<file path="config.mk">
export PLATFORM = sky130hd
export DESIGN_NAME = gjk_simplex_step
export DESIGN_NICKNAME = d
export VERILOG_FILES = /design/src/gss_pkg.sv /design/src/gss_mac.sv /design/src/gss_fit.sv /design/src/gjk_simplex_step.sv
export VERILOG_INCLUDE_DIRS = /design/src /design/src/src
export SDC_FILE = /design/constraint.sdc
export NUM_CORES = 2
export LEC_CHECK = 0
export BUFFER_PORTS_ARGS = -buffer_cell sky130_fd_sc_hd__buf_2
export CELL_PAD_IN_SITES_DETAIL_PLACEMENT = 1
export CELL_PAD_IN_SITES_GLOBAL_PLACEMENT = 2
export CORE_ASPECT_RATIO = 0.8
export CORE_MARGIN = 4
export CORE_UTILIZATION = 43
export CTS_CLUSTER_SIZE = 20
export DETAILED_ROUTE_END_ITERATION = 8
export MAX_ROUTING_LAYER = met4
export PLACE_DENSITY_LB_ADDON = 0.1
export SLEW_MARGIN = 10
export SYNTH_ARGS = -nofsm -noshare
export SYNTH_HDL_FRONTEND = slang
export SYNTH_HIERARCHICAL = 1
export SYNTH_SLANG_ARGS = --single-unit
</file>
<file path="constraint.sdc">
create_clock -name clk -period 40.2 [get_ports clk]
set_clock_uncertainty 0.05 [all_clocks]
set_input_delay 4.02 -clock clk [delete_from_list [all_inputs] [get_ports clk]]
set_output_delay 4.02 -clock clk [all_outputs]
set_load 0.02 [all_outputs]
</file>
<file path="src/gjk_simplex_step_assert.svh">
// Assertion macros shared by the GJK simplex step RTL.
// No dependencies; included by the modules that check their own logic.
`ifndef GJK_SIMPLEX_STEP_ASSERT_SVH
`define GJK_SIMPLEX_STEP_ASSERT_SVH

// Same-cycle implication, disabled while reset is asserted.
`define GSS_ASSERT_IMPL(lbl, ck, rn, ante, cons, msg) \
  lbl: assert property (@(posedge ck) disable iff (!rn) (ante) |-> (cons)) \
    else $error(msg);

// Next-cycle implication, disabled while reset is asserted.
`define GSS_ASSERT_NEXT(lbl, ck, rn, ante, cons, msg) \
  lbl: assert property (@(posedge ck) disable iff (!rn) (ante) |=> (cons)) \
    else $error(msg);

`endif

</file>
<file path="src/gss_pkg.sv">
// Shared types, widths and vector helpers for the GJK simplex step block.
// No dependencies.
package gss_pkg;

  localparam int CW        = 18;   // point coordinates and edge vectors
  localparam int BW        = 55;   // exact cross products and directions
  localparam int LIMB      = 27;   // low limb of a wide multiplicand
  localparam int AW        = 28;   // multiplier operand holding one limb
  localparam int PW        = AW + CW;
  localparam int ACCW      = 76;   // dot product of wide and narrow vectors
  localparam int OUT_DIR_W = 24;
  localparam int MAX_PTS   = 4;

  localparam logic [1:0] VERD_CONT = 2'd0;
  localparam logic [1:0] VERD_HIT  = 2'd1;
  localparam logic [1:0] VERD_MISS = 2'd2;

  typedef logic signed [CW-1:0] coord_t;
  typedef logic signed [BW-1:0] big_t;

  typedef struct packed {
    coord_t x;
    coord_t y;
    coord_t z;
  } svec_t;

  typedef struct packed {
    big_t x;
    big_t y;
    big_t z;
  } bvec_t;

  typedef enum logic {OP_DOT, OP_CROSS} op_kind_t;

  typedef struct packed {
    logic     start;
    op_kind_t kind;
    logic     swap;   // cross(h, g) instead of cross(g, h)
  } mac_cmd_t;

  typedef struct packed {
    logic done;
    logic pos;        // dot product strictly positive
  } mac_rsp_t;

  function automatic coord_t s_pick(svec_t v, logic [1:0] i);
    case (i)
      2'd0: return v.x;
      2'd1: return v.y;
      default: return v.z;
    endcase
  endfunction

  function automatic big_t b_pick(bvec_t v, logic [1:0] i);
    case (i)
      2'd0: return v.x;
      2'd1: return v.y;
      default: return v.z;
    endcase
  endfunction

  function automatic svec_t s_sub(svec_t a, svec_t b);
    svec_t r;
    r.x = a.x - b.x;
    r.y = a.y - b.y;
    r.z = a.z - b.z;
    return r;
  endfunction

  function automatic svec_t s_neg(svec_t a);
    svec_t r;
    r.x = -a.x;
    r.y = -a.y;
    r.z = -a.z;
    return r;
  endfunction

  function automatic bvec_t s_ext(svec_t a);
    bvec_t r;
    r.x = big_t'(a.x);
    r.y = big_t'(a.y);
    r.z = big_t'(a.z);
    return r;
  endfunction

  function automatic bvec_t b_neg(bvec_t a);
    bvec_t r;
    r.x = -a.x;
    r.y = -a.y;
    r.z = -a.z;
    return r;
  endfunction

endpackage

</file>
<file path="src/gss_mac.sv">
// Shared multiply-accumulate unit: dot products and cross products of a wide
// vector with a narrow one, one 28x18 product per cycle. Depends on gss_pkg.
`include "gjk_simplex_step_assert.svh"
module gss_mac (
  input  logic              clk,
  input  logic              rst_n,
  input  gss_pkg::mac_cmd_t cmd,
  input  gss_pkg::bvec_t    g,
  input  gss_pkg::svec_t    h,
  output gss_pkg::mac_rsp_t rsp,
  output gss_pkg::bvec_t    res
);
  import gss_pkg::*;

  logic                   busy_r;
  logic [3:0]             step_r;
  op_kind_t               kind_r;
  logic                   swap_r;
  logic                   pv_r;
  logic signed [PW-1:0]   prod_r;
  logic                   hi_r;
  logic                   neg_r;
  logic                   clast_r;
  logic                   last_r;
  logic [1:0]             comp_r;
  logic signed [ACCW-1:0] acc_r;
  bvec_t                  res_r;
  logic                   done_r;
  logic                   pos_r;

  logic [1:0]             comp;
  logic [1:0]             gi;
  logic [1:0]             hidx;
  logic                   limb;
  logic                   neg;
  logic                   clast;
  logic                   last;
  big_t                   gv;
  logic signed [AW-1:0]   a_op;
  coord_t                 b_op;
  logic signed [PW-1:0]   prod;
  logic signed [ACCW-1:0] pext;
  logic signed [ACCW-1:0] sum;

  // Step decode. Cross: step = {comp, term, limb}; dot: step = {comp, limb}.
  always_comb begin
    gi    = 2'd0;
    hidx  = 2'd0;
    comp  = 2'd0;
    neg   = 1'b0;
    clast = 1'b0;
    last  = 1'b0;
    limb  = step_r[0];
    if (kind_r == OP_DOT) begin
      comp = step_r[2:1];
      gi   = comp;
      hidx = comp;
      last = (step_r == 4'd5);
    end else begin
      comp  = step_r[3:2];
      clast = (step_r[1:0] == 2'b11);
      last  = (step_r == 4'd11);
      case (comp)
        2'd0: begin
          gi   = step_r[1] ? 2'd2 : 2'd1;
          hidx = step_r[1] ? 2'd1 : 2'd2;
        end
        2'd1: begin
          gi   = step_r[1] ? 2'd0 : 2'd2;
          hidx = step_r[1] ? 2'd2 : 2'd0;
        end
        default: begin
          gi   = step_r[1] ? 2'd1 : 2'd0;
          hidx = step_r[1] ? 2'd0 : 2'd1;
        end
      endcase
      neg = swap_r ^ step_r[1];
    end
    gv   = b_pick(g, gi);
    a_op = limb ? $signed(gv[BW-1:LIMB]) : $signed({1'b0, gv[LIMB-1:0]});
    b_op = s_pick(h, hidx);
    prod = a_op * b_op;
    pext = ACCW'(prod_r);
    if (hi_r) begin
      pext = pext <<< LIMB;
    end
    sum = neg_r ? acc_r - pext : acc_r + pext;
  end

  always_ff @(posedge clk) begin
    if (!rst_n) begin
      busy_r <= 1'b0;
      pv_r   <= 1'b0;
      done_r <= 1'b0;
    end else begin
      done_r <= 1'b0;
      pv_r   <= busy_r;
      if (cmd.start && !busy_r) begin
        busy_r <= 1'b1;
        step_r <= 4'd0;
        kind_r <= cmd.kind;
        swap_r <= cmd.swap;
        acc_r  <= '0;
      end else if (busy_r) begin
        step_r <= step_r + 4'd1;
        if (last) begin
          busy_r <= 1'b0;
        end
      end
      if (busy_r) begin
        prod_r  <= prod;
        hi_r    <= limb;
        neg_r   <= neg;
        clast_r <= clast;
        last_r  <= last;
        comp_r  <= comp;
      end
      if (pv_r) begin
        if (clast_r) begin
          acc_r <= '0;
          case (comp_r)
            2'd0: res_r.x <= sum[BW-1:0];
            2'd1: res_r.y <= sum[BW-1:0];
            default: res_r.z <= sum[BW-1:0];
          endcase
        end else begin
          acc_r <= sum;
        end
        if (last_r) begin
          done_r <= 1'b1;
          pos_r  <= (sum > 0);
        end
      end
    end
  end

  assign rsp.done = done_r;
  assign rsp.pos  = pos_r;
  assign res      = res_r;

  `GSS_ASSERT_IMPL(a_no_restart, clk, rst_n, cmd.start, !busy_r, "start while busy")
  `GSS_ASSERT_IMPL(a_done_drained, clk, rst_n, done_r, !busy_r && !pv_r,
                   "done with products in flight")
  `GSS_ASSERT_NEXT(a_done_pulse, clk, rst_n, done_r, !done_r, "done held two cycles")

endmodule

</file>
<file path="src/gss_fit.sv">
// Direction rescaler: arithmetic-shifts all three components right one bit
// per cycle until each fits DIR_BITS signed bits. Depends on gss_pkg.
module gss_fit #(
  parameter int DIR_BITS = 24
) (
  input  logic                       clk,
  input  logic                       rst_n,
  input  logic                       start,
  input  gss_pkg::bvec_t             d,
  output logic                       done,
  output logic signed [DIR_BITS-1:0] r_x,
  output logic signed [DIR_BITS-1:0] r_y,
  output logic signed [DIR_BITS-1:0] r_z
);
  import gss_pkg::*;

  logic  busy_r;
  logic  done_r;
  bvec_t v_r;
  logic  fit_all;

  function automatic logic fits(big_t x);
    return (&x[BW-1:DIR_BITS-1]) | (~|x[BW-1:DIR_BITS-1]);
  endfunction

  assign fit_all = fits(v_r.x) & fits(v_r.y) & fits(v_r.z);

  always_ff @(posedge clk) begin
    if (!rst_n) begin
      busy_r <= 1'b0;
      done_r <= 1'b0;
    end else begin
      done_r <= 1'b0;
      if (start && !busy_r) begin
        busy_r <= 1'b1;
        v_r    <= d;
      end else if (busy_r) begin
        if (fit_all) begin
          busy_r <= 1'b0;
          done_r <= 1'b1;
        end else begin
          v_r.x <= v_r.x >>> 1;
          v_r.y <= v_r.y >>> 1;
          v_r.z <= v_r.z >>> 1;
        end
      end
    end
  end

  assign done = done_r;
  assign r_x  = v_r.x[DIR_BITS-1:0];
  assign r_y  = v_r.y[DIR_BITS-1:0];
  assign r_z  = v_r.z[DIR_BITS-1:0];

endmodule

</file>
<file path="src/gjk_simplex_step.sv">
// GJK simplex step: one 3D support point in, one direction/verdict out.
// Depends on gss_pkg, gss_mac, gss_fit and gjk_simplex_step_assert.svh.
//
// Input stream: in_tdata = support x/y/z (16-bit signed each), in_tuser =
// start flag. A start transaction restarts the simplex at that point; a
// later one is tested against the stored search direction and, if it
// passes, pushed into the simplex (line, triangle or tetrahedron case).
// Output stream: one transaction per input, out_tdata = next direction
// x/y/z (24-bit signed each), out_tuser = verdict (continue, hit, miss).
// One item is processed at a time; in_tready is high only while idle.
// Every product goes through one shared 28x18 multiplier, which runs the
// dot tests and cross products one after another; the direction rescaler
// then shifts the new direction right until it fits. A start item skips
// the multiplier and goes straight to the rescaler; a simplex step ends
// after its first dot test on a miss, and a tetrahedron case may fall back
// through the triangle and line cases. in_tready rises with out_tvalid.
// The result sits in an output register; a stalled receiver holds it and
// the block may take the next item meanwhile, but cannot finish that item
// until the register frees up. Reset empties the simplex and zeroes the
// direction; an item without a prior start then answers miss.
`include "gjk_simplex_step_assert.svh"
module gjk_simplex_step #(
  parameter int COORD_BITS = 16,
  parameter int DIR_BITS   = 24
) (
  input  logic        clk,
  input  logic        rst_n,
  input  logic        in_tvalid,
  output logic        in_tready,
  input  logic [47:0] in_tdata,   // support_x, support_y, support_z
  input  logic [0:0]  in_tuser,   // start_req
  output logic        out_tvalid,
  input  logic        out_tready,
  output logic [71:0] out_tdata,  // dir_x, dir_y, dir_z
  output logic [1:0]  out_tuser   // verdict
);
  import gss_pkg::*;

  localparam int CB   = (COORD_BITS > 16) ? 16 : COORD_BITS;
  localparam bit CNEG = (COORD_BITS <= 16);

  typedef enum logic [4:0] {
    ST_IDLE, ST_SDOT,
    ST_TET1, ST_TET1D, ST_TET2, ST_TET2D, ST_TET3, ST_TET3D,
    ST_TRI1, ST_TRI2, ST_TRI3, ST_TRI4, ST_TRI5, ST_TRI6, ST_TRI7,
    ST_LN1, ST_LN3, ST_LN4, ST_FIT, ST_DONE
  } state_t;

  typedef enum logic [2:0] {G_N, G_T, G_DIR, G_AB, G_AC, G_AD} gsel_t;
  typedef enum logic [2:0] {H_AB, H_AC, H_AD, H_AO, H_S} hsel_t;

  state_t                     state_r;
  logic                       issued_r;
  logic [2:0]                 cnt_r;
  svec_t                      s_r;
  svec_t                      p0_r;
  svec_t                      p1_r;
  svec_t                      p2_r;
  svec_t                      p3_r;
  bvec_t                      n_r;
  bvec_t                      t_r;
  bvec_t                      r_r;
  logic signed [DIR_BITS-1:0] dir_x_r;
  logic signed [DIR_BITS-1:0] dir_y_r;
  logic signed [DIR_BITS-1:0] dir_z_r;
  logic [1:0]                 verd_r;
  logic                       out_valid_r;
  logic [71:0]                out_data_r;
  logic [1:0]                 out_user_r;

  svec_t                      s_in;
  svec_t                      ab;
  svec_t                      ac;
  svec_t                      ad;
  svec_t                      ao;
  logic [2:0]                 cnt_n;
  op_kind_t                   kind;
  gsel_t                      gsel;
  hsel_t                      hsel;
  logic                       swap;
  logic                       use_mac;
  bvec_t                      g_vec;
  svec_t                      h_vec;
  mac_cmd_t                   cmd;
  mac_rsp_t                   rsp;
  bvec_t                      res;
  logic                       fit_done;
  logic signed [DIR_BITS-1:0] fr_x;
  logic signed [DIR_BITS-1:0] fr_y;
  logic signed [DIR_BITS-1:0] fr_z;

  function automatic coord_t to_coord(logic [15:0] raw);
    if (CNEG) begin
      return coord_t'($signed(raw[CB-1:0]));
    end
    return coord_t'($signed({1'b0, raw}));
  endfunction

  assign s_in.x = to_coord(in_tdata[15:0]);
  assign s_in.y = to_coord(in_tdata[31:16]);
  assign s_in.z = to_coord(in_tdata[47:32]);

  assign ab    = s_sub(p1_r, p0_r);
  assign ac    = s_sub(p2_r, p0_r);
  assign ad    = s_sub(p3_r, p0_r);
  assign ao    = s_neg(p0_r);
  assign cnt_n = (cnt_r < 3'(MAX_PTS)) ? cnt_r + 3'd1 : 3'(MAX_PTS);

  // Operation issued to the shared unit in each sequencer state.
  always_comb begin
    kind    = OP_DOT;
    gsel    = G_N;
    hsel    = H_AO;
    swap    = 1'b0;
    use_mac = 1'b1;
    case (state_r)
      ST_SDOT: begin
        gsel = G_DIR;
        hsel = H_S;
      end
      ST_TET1, ST_TRI1: begin
        kind = OP_CROSS;
        gsel = G_AB;
        hsel = H_AC;
      end
      ST_TET2: begin
        kind = OP_CROSS;
        gsel = G_AC;
        hsel = H_AD;
      end
      ST_TET3: begin
        kind = OP_CROSS;
        gsel = G_AD;
        hsel = H_AB;
      end
      ST_TET1D, ST_TET2D, ST_TET3D, ST_TRI7: begin
        gsel = G_N;
      end
      ST_TRI2: begin
        kind = OP_CROSS;
        gsel = G_N;
        hsel = H_AC;
      end
      ST_TRI3, ST_TRI6: begin
        gsel = G_T;
      end
      ST_TRI4: begin
        gsel = G_AC;
      end
      ST_TRI5: begin
        kind = OP_CROSS;
        gsel = G_N;
        hsel = H_AB;
        swap = 1'b1;
      end
      ST_LN1: begin
        gsel = G_AB;
      end
      ST_LN3: begin
        kind = OP_CROSS;
        gsel = G_AB;
      end
      ST_LN4: begin
        kind = OP_CROSS;
        gsel = G_T;
        hsel = H_AB;
      end
      default: use_mac = 1'b0;
    endcase
  end

  always_comb begin
    case (gsel)
      G_T:     g_vec = t_r;
      G_DIR:   g_vec = '{x: big_t'(dir_x_r), y: big_t'(dir_y_r), z: big_t'(dir_z_r)};
      G_AB:    g_vec = s_ext(ab);
      G_AC:    g_vec = s_ext(ac);
      G_AD:    g_vec = s_ext(ad);
      default: g_vec = n_r;
    endcase
    case (hsel)
      H_AB:    h_vec = ab;
      H_AC:    h_vec = ac;
      H_AD:    h_vec = ad;
      H_S:     h_vec = s_r;
      default: h_vec = ao;
    endcase
  end

  assign cmd.start = use_mac && !issued_r;
  assign cmd.kind  = kind;
  assign cmd.swap  = swap;

  gss_mac u_mac (
    .clk   (clk),
    .rst_n (rst_n),
    .cmd   (cmd),
    .g     (g_vec),
    .h     (h_vec),
    .rsp   (rsp),
    .res   (res)
  );

  gss_fit #(
    .DIR_BITS (DIR_BITS)
  ) u_fit (
    .clk   (clk),
    .rst_n (rst_n),
    .start ((state_r == ST_FIT) && !issued_r),
    .d     (r_r),
    .done  (fit_done),
    .r_x   (fr_x),
    .r_y   (fr_y),
    .r_z   (fr_z)
  );

  always_ff @(posedge clk) begin
    if (!rst_n) begin
      state_r     <= ST_IDLE;
      issued_r    <= 1'b0;
      cnt_r       <= '0;
      dir_x_r     <= '0;
      dir_y_r     <= '0;
      dir_z_r     <= '0;
      out_valid_r <= 1'b0;
    end else begin
      if (out_valid_r && out_tready) begin
        out_valid_r <= 1'b0;
      end
      if (use_mac || state_r == ST_FIT) begin
        issued_r <= 1'b1;
      end
      if (rsp.done || fit_done) begin
        issued_r <= 1'b0;
      end
      case (state_r)
        ST_IDLE: begin
          if (in_tvalid) begin
            s_r <= s_in;
            if (in_tuser[0]) begin
              p0_r    <= s_in;
              cnt_r   <= 3'd1;
              r_r     <= b_neg(s_ext(s_in));
              verd_r  <= VERD_CONT;
              state_r <= ST_FIT;
            end else begin
              state_r <= ST_SDOT;
            end
          end
        end
        ST_SDOT: begin
          if (rsp.done) begin
            if (!rsp.pos) begin
              verd_r  <= VERD_MISS;
              cnt_r   <= '0;
              dir_x_r <= '0;
              dir_y_r <= '0;
              dir_z_r <= '0;
              state_r <= ST_DONE;
            end else begin
              p0_r   <= s_r;
              p1_r   <= p0_r;
              p2_r   <= p1_r;
              p3_r   <= p2_r;
              cnt_r  <= cnt_n;
              verd_r <= VERD_CONT;
              case (cnt_n)
                3'd2:    state_r <= ST_LN1;
                3'd3:    state_r <= ST_TRI1;
                3'd4:    state_r <= ST_TET1;
                default: state_r <= ST_DONE;  // lone point keeps its direction
              endcase
            end
          end
        end
        ST_TET1: begin
          if (rsp.done) begin
            n_r     <= res;
            state_r <= ST_TET1D;
          end
        end
        ST_TET1D: begin
          if (rsp.done) begin
            state_r <= rsp.pos ? ST_TRI1 : ST_TET2;
          end
        end
        ST_TET2: begin
          if (rsp.done) begin
            n_r     <= res;
            state_r <= ST_TET2D;
          end
        end
        ST_TET2D: begin
          if (rsp.done) begin
            if (rsp.pos) begin
              p1_r    <= p2_r;
              p2_r    <= p3_r;
              state_r <= ST_TRI1;
            end else begin
              state_r <= ST_TET3;
            end
          end
        end
        ST_TET3: begin
          if (rsp.done) begin
            n_r     <= res;
            state_r <= ST_TET3D;
          end
        end
        ST_TET3D: begin
          if (rsp.done) begin
            if (rsp.pos) begin
              p1_r    <= p3_r;
              p2_r    <= p1_r;
              state_r <= ST_TRI1;
            end else begin
              // origin enclosed
              verd_r  <= VERD_HIT;
              cnt_r   <= '0;
              dir_x_r <= '0;
              dir_y_r <= '0;
              dir_z_r <= '0;
              state_r <= ST_DONE;
            end
          end
        end
        ST_TRI1: begin
          if (rsp.done) begin
            n_r     <= res;
            state_r <= ST_TRI2;
          end
        end
        ST_TRI2: begin
          if (rsp.done) begin
            t_r     <= res;
            state_r <= ST_TRI3;
          end
        end
        ST_TRI3: begin
          if (rsp.done) begin
            state_r <= rsp.pos ? ST_TRI4 : ST_TRI5;
          end
        end
        ST_TRI4: begin
          if (rsp.done) begin
            if (rsp.pos) begin
              // keep edge a-c: it becomes a-b for the line direction
              p1_r    <= p2_r;
              cnt_r   <= 3'd2;
              state_r <= ST_LN3;
            end else begin
              state_r <= ST_LN1;
            end
          end
        end
        ST_TRI5: begin
          if (rsp.done) begin
            t_r     <= res;
            state_r <= ST_TRI6;
          end
        end
        ST_TRI6: begin
          if (rsp.done) begin
            state_r <= rsp.pos ? ST_LN1 : ST_TRI7;
          end
        end
        ST_TRI7: begin
          if (rsp.done) begin
            cnt_r <= 3'd3;
            if (rsp.pos) begin
              r_r <= n_r;
            end else begin
              p1_r <= p2_r;
              p2_r <= p1_r;
              r_r  <= b_neg(n_r);
            end
            state_r <= ST_FIT;
          end
        end
        ST_LN1: begin
          if (rsp.done) begin
            if (rsp.pos) begin
              cnt_r   <= 3'd2;
              state_r <= ST_LN3;
            end else begin
              cnt_r   <= 3'd1;
              r_r     <= s_ext(ao);
              state_r <= ST_FIT;
            end
          end
        end
        ST_LN3: begin
          if (rsp.done) begin
            t_r     <= res;
            state_r <= ST_LN4;
          end
        end
        ST_LN4: begin
          if (rsp.done) begin
            r_r     <= res;
            state_r <= ST_FIT;
          end
        end
        ST_FIT: begin
          if (fit_done) begin
            dir_x_r <= fr_x;
            dir_y_r <= fr_y;
            dir_z_r <= fr_z;
            state_r <= ST_DONE;
          end
        end
        ST_DONE: begin
          if (!out_valid_r || out_tready) begin
            out_valid_r <= 1'b1;
            out_data_r  <= {OUT_DIR_W'(dir_z_r), OUT_DIR_W'(dir_y_r), OUT_DIR_W'(dir_x_r)};
            out_user_r  <= verd_r;
            state_r     <= ST_IDLE;
          end
        end
        default: state_r <= ST_IDLE;
      endcase
    end
  end

  assign in_tready  = (state_r == ST_IDLE);
  assign out_tvalid = out_valid_r;
  assign out_tdata  = out_data_r;
  assign out_tuser  = out_user_r;

  `GSS_ASSERT_NEXT(a_one_item, clk, rst_n, in_tvalid && in_tready, !in_tready,
                   "second transaction taken while busy")
  `GSS_ASSERT_IMPL(a_out_src, clk, rst_n, $rose(out_tvalid), $past(state_r == ST_DONE),
                   "result raised outside the done state")
  `GSS_ASSERT_IMPL(a_tet_full, clk, rst_n, state_r == ST_TET1, cnt_r == 3'd4,
                   "tetrahedron case without four points")

endmodule

</file>
# --- After elaboration in Yosys (flattened, before gate mapping) ---
# Cells that the tools add are included.
word_totals:
  ff_bits: 1387
  in_bits: 53
  output_inout_bits: 76
op_classes:
  bitwise_logic: 9
  n_eq_ne: 69
  mux: 123
  multipliers: 1
  n_lt_le_gt_ge: 2
  reduce_logical: 76
  addsub: 22
ops:
  columns: ["operator", "n"]
  rows:
  - ["two-way mux 165 bit", 9]
  - ["case mux 165 bit (5 select lines)", 1]
  - ["case mux 165 bit (4 select lines)", 1]
  - ["two-way mux 54 bit", 12]
  - ["case mux 54 bit (4 select lines)", 2]
  - ["two-way mux 76 bit", 4]
  - ["negator 16 -> 55 bit", 3]
  - ["negator 55 bit", 3]
  - ["two-way mux 164 bit", 1]
  - ["case mux 54 bit (3 select lines)", 1]
  - ["subtractor 18 bit", 9]
  - ["case mux 24 bit (2 select lines)", 3]
  - ["two-way mux 24 bit", 5]
  - ["two-way mux 5 bit", 23]
  - ["case mux 55 bit (2 select lines)", 1]
  - ["case mux 54 bit (2 select lines)", 1]
  - ["AND reduction 32 bit", 3]
  - ["OR reduction 32 bit", 3]
  - ["case mux 5 bit (19 select lines)", 1]
  - ["adder 76 x 73 -> 76 bit", 1]
  - ["greater-than comparator 76 x 1 -> 1 bit, second input constant", 1]
  - ["subtractor 76 x 73 -> 76 bit", 1]
  - ["two-way mux 72 bit", 1]
  - ["negator 18 bit", 3]
  - ["other kinds (57)", 209]

# --- Depth between registers and ports, before layout ---
depth:
  word_depth: 8
  ltp_mapped: 43

# --- Hierarchy ---
# Netlist, hierarchy kept.
modules_own_cells:
  columns: ["module", "seq_area_each_um2", "cells_per_inst", "area_each_um2", "instances"]
  rows:
  - ["gjk_simplex_step", 26535.4, 5434, 54150.7, 1]
  - ["gss_mac", 9068.7, 3968, 36561.3, 1]
  - ["gss_fit", 4994.8, 493, 7912.6, 1]

# --- Least setup slack after synthesis ---
# No wires, ideal clock.
synth_timing:
  kind: "input port to flip-flop"
  startpoint: "input port rst_n"
  endpoint: "register r_r[0] in the netlist's numbering, enable pin"
  stages: 3
  slack_ns: 8.781
  path_buffers: 1
  arrival_time_ns: 29.808
  required_ns: 38.589
  path_cell_list: "clkbuf_1 nand2_1 a2111oi_0"
synth_between:
  elab_chain_len: 1
synth_rtl:
  columns: ["element", "line_no", "rtl"]
  rows:
  - ["from (decl)", "gjk_simplex_step.sv:27", "input logic rst_n,"]
  - ["AND reduction 8 bit (no source line)", null, null]
  - ["to (signal assigned)", "gjk_simplex_step.sv:243", "r_r <= b_neg(s_ext(s_in));"]
  - ["to (signal assigned)", "gjk_simplex_step.sv:371", "r_r <= n_r;"]
  - ["to (signal assigned)", "gjk_simplex_step.sv:375", "r_r <= b_neg(n_r);"]
  - ["to (decl)", "gjk_simplex_step.sv:62", "bvec_t r_r;"]
# No other way between the ends.
# A chain may end at the register's enable or synchronous reset.

==> metrics.yaml <==
global_route:
  antenna_found_initial: 71
  grt_pass1_wl_um: 673000
  globalRoute.totalOverflow: 0
  grt_pass1_vias: 83462
  grtUsageTotal_pct: 41.2
  grt_max_degree: 167
worst_setup_path:
  path_class: "register to register"
  path_buf_inv: 4
  max_stage_delay_ns: 1.00
  crit_path_top_delay_cell: "nor3_1"
  r2r-start: "p0_r[41]"
  worstPathRequired_ns: 40.68
  cp_max_fo: 13
  cp-end-kind: "register"
  r2r_end: "u_mac/prod_r[45]"
  ff2ff_path_depth: 35
  critPathArrivalTime_ns: 14.16
  crit_family: "compound AO/OA/AOI/OAI gates"
  crit_path_start_kind: "register"
  cp_common_cell: "fa_1"
  cp.depth: 35
  ff2ff_setup_slack_ns: 26.52
route:
  vias_per_cell: 6.75
  drtPass1Iterations: 9
  post_drt_wl_per_cell_um: 37.5
  drtIter0Drc: 13785
  wl_um: 486000
  drc: 0
  final_antenna_net_count: 0
  vias: 87386
clock_network:
  ctsHoldBuffers: 0
  clk_pin_slew_ns: 0.06
  postCtsSetupRepairBufs: 0
  clockBufferDepth: 4
  htreeDepth: 4
  cts_resized: 0
  root_buffer: "clkbuf_16"
  cts_sinks: 1381
  cts_tree: "built"
  cts_buffers: 164
  clk-insertion-delay-late_ns: 0.87
logic_synthesis:
  synth_edf_count: 1294
  synth_top_cell_area_share_pct: 39.4
  async_flop_share_pct: 0
  yosys_most_used_dff: "edfxtp_1"
  synth-seq-cells: 1381
  ys_top_cells_by_count: "1294 x edfxtp_1, 1063 x nand2_1, 794 x nor2_1, 752 x inv_1, 682 x a21oi_1"
  synth_area_leader_cell: "edfxtp_1"
  synth_warnings: 6
  synth_cell_type_count: 108
  yosysMostFrequentCell: "edfxtp_1"
  syn_nets: 10824
  syn_inst: 9895
  ys_seq_area_share_pct: 41.2
  yosys-top-cells-area: "edfxtp_1 39%, fa_1 10%, ha_1 4.8%, nand2_1 4.0%, a21oi_1 3.5%"
  syn_area_um2: 98600
  postSynthAreaPerCell_um2: 9.97
status:
  outcome: "complete, but fails checks"
  violations: "max-capacitance violations, max-slew violations"
sta:
  whs_ns: 0.374
  max_freq_mhz: 73.1
  setup-tns-final_ns: 0
  post-route-min-period_ns: 13.68
  drv_slew: 4
  setup_viol: 0
  tightest_slew_ns: 1.56
  hold_viol_final: 0
  rsz0062_at_grt: "no"
  maxSlewHeadroom_pct: -5.26
  finalCritPeriodShare_pct: 34.0
placed_design:
  io_buffers: 128
  post_dp_cell_area_um2: 103000
  placedCellCount: 12618
  gp_congestion: 1.04
  hpwl_um: 372000
die:
  num_rows: 156
  initial_core_util_pct: 43.4
  die_w_um: 543
  core-area_um2: 227000
  pin_count: 129
  fp.dieArea_um2: 237000
  fp.dieH_um: 436
hold_path:
  holdPathEnd: "out_tuser[0]"
  hp-start: "verd_r[0]"
  worstHoldPathCells: 0
  hold_class: "register to register"
finish:
  fillers: 24994
  final_cells: 12950
  finalInstanceArea_um2: 108000
  multiInputGateArea_um2: 53000
  seq_area_um2: 40600
  area_growth_pct: 9.41
  num-nets-final: 10713
  layout-drive-gt1-share_pct: 9.33
flow_run:
  drv_cap: 2
-- metal layers --
metal	GRT usage, %	share of wire [%]	wire length [um]	up-vias
met5	-	0	0	-
met4	12.0	3.3	16000	0
met3	17.1	16	76800	706
met2	50.0	37	180000	5808
met1	61.0	44	213000	45132
li1	-	-	-	35740
-- per-stage QoR --
stage	util, %	setup WS (ns)
global route	47.5	26.02
finish	47.5	26.52
floorplan	-	8.78
global placement	45.2	27.07
CTS	47.5	26.87
detailed placement	45.2	26.99
-- cells in the final DEF, fill, tap and decap left out, types with 167 or more instances in the layout --
master | netlist | routed
nor3_1 | 201 | 192
clkbuf_16 | 0 | 167
xnor2_1 | 319 | 315
xor2_1 | 174 | 173
nand3_1 | 181 | 180
buf_4 | 75 | 217
fa_1 | 499 | 499
edfxtp_1 | 1294 | 1294
ha_1 | 377 | 377
nor2_1 | 794 | 777
inv_1 | 752 | 751
o21ai_0 | 460 | 449
nand2_1 | 1063 | 1061
a21oi_1 | 682 | 677
-- cells by family after synthesis --
group / Yosys count / synth area share, %
flip-flops: 1381 / 41.2
adder cells (fa/ha/maj): 876 / 14.9
AND/OR/NAND/NOR: 2956 / 13.9
buffers and inverters: 1384 / 5.62
AO/OA/AOI/OAI: 2603 / 17.8
multiplexers: 201 / 2.25
XOR/XNOR: 494 / 4.39
-- registers in the layout, indices dropped and copies added, names as in the netlist, 46 cells and up --
signal,count
p2_r,54
n_r,165
p1_r,54
p3_r,54
u_mac/prod_r,46
out_tdata,72
u_mac/acc_r,76
r_r,165
u_mac/res,165
t_r,165
u_fit/v_r,93
p0_r,48
s_r,48
-- worst max-delay path by stage --
stage | start | endpoint | slack, ns
after global placement | p0_r[8] | u_mac/prod_r[45] | 27.07
after detailed placement | p0_r[8] | u_mac/prod_r[45] | 26.99
after floorplan | rst_n | r_r[0] | 8.78
after CTS | p0_r[8] | u_mac/prod_r[45] | 26.87
after global routing | p0_r[41] | u_mac/prod_r[45] | 26.02
final | p0_r[41] | u_mac/prod_r[45] | 26.52
-- area by class of cell --
cell class	count	share of cell area, %
Multi-Input combinational cell	7130	49.1
Sequential cell	1381	37.6
Clock buffer	213	4.08
Tap cell	3002	3.48
Inverter	756	2.63
Timing Repair Buffer	351	2.22
Clock inverter	75	0.742
Antenna cell	42	0.0974
Power is left out: the tool's default activity adds up to more than one toggle a clock period on the data nets, which glitch-free logic cannot reach.
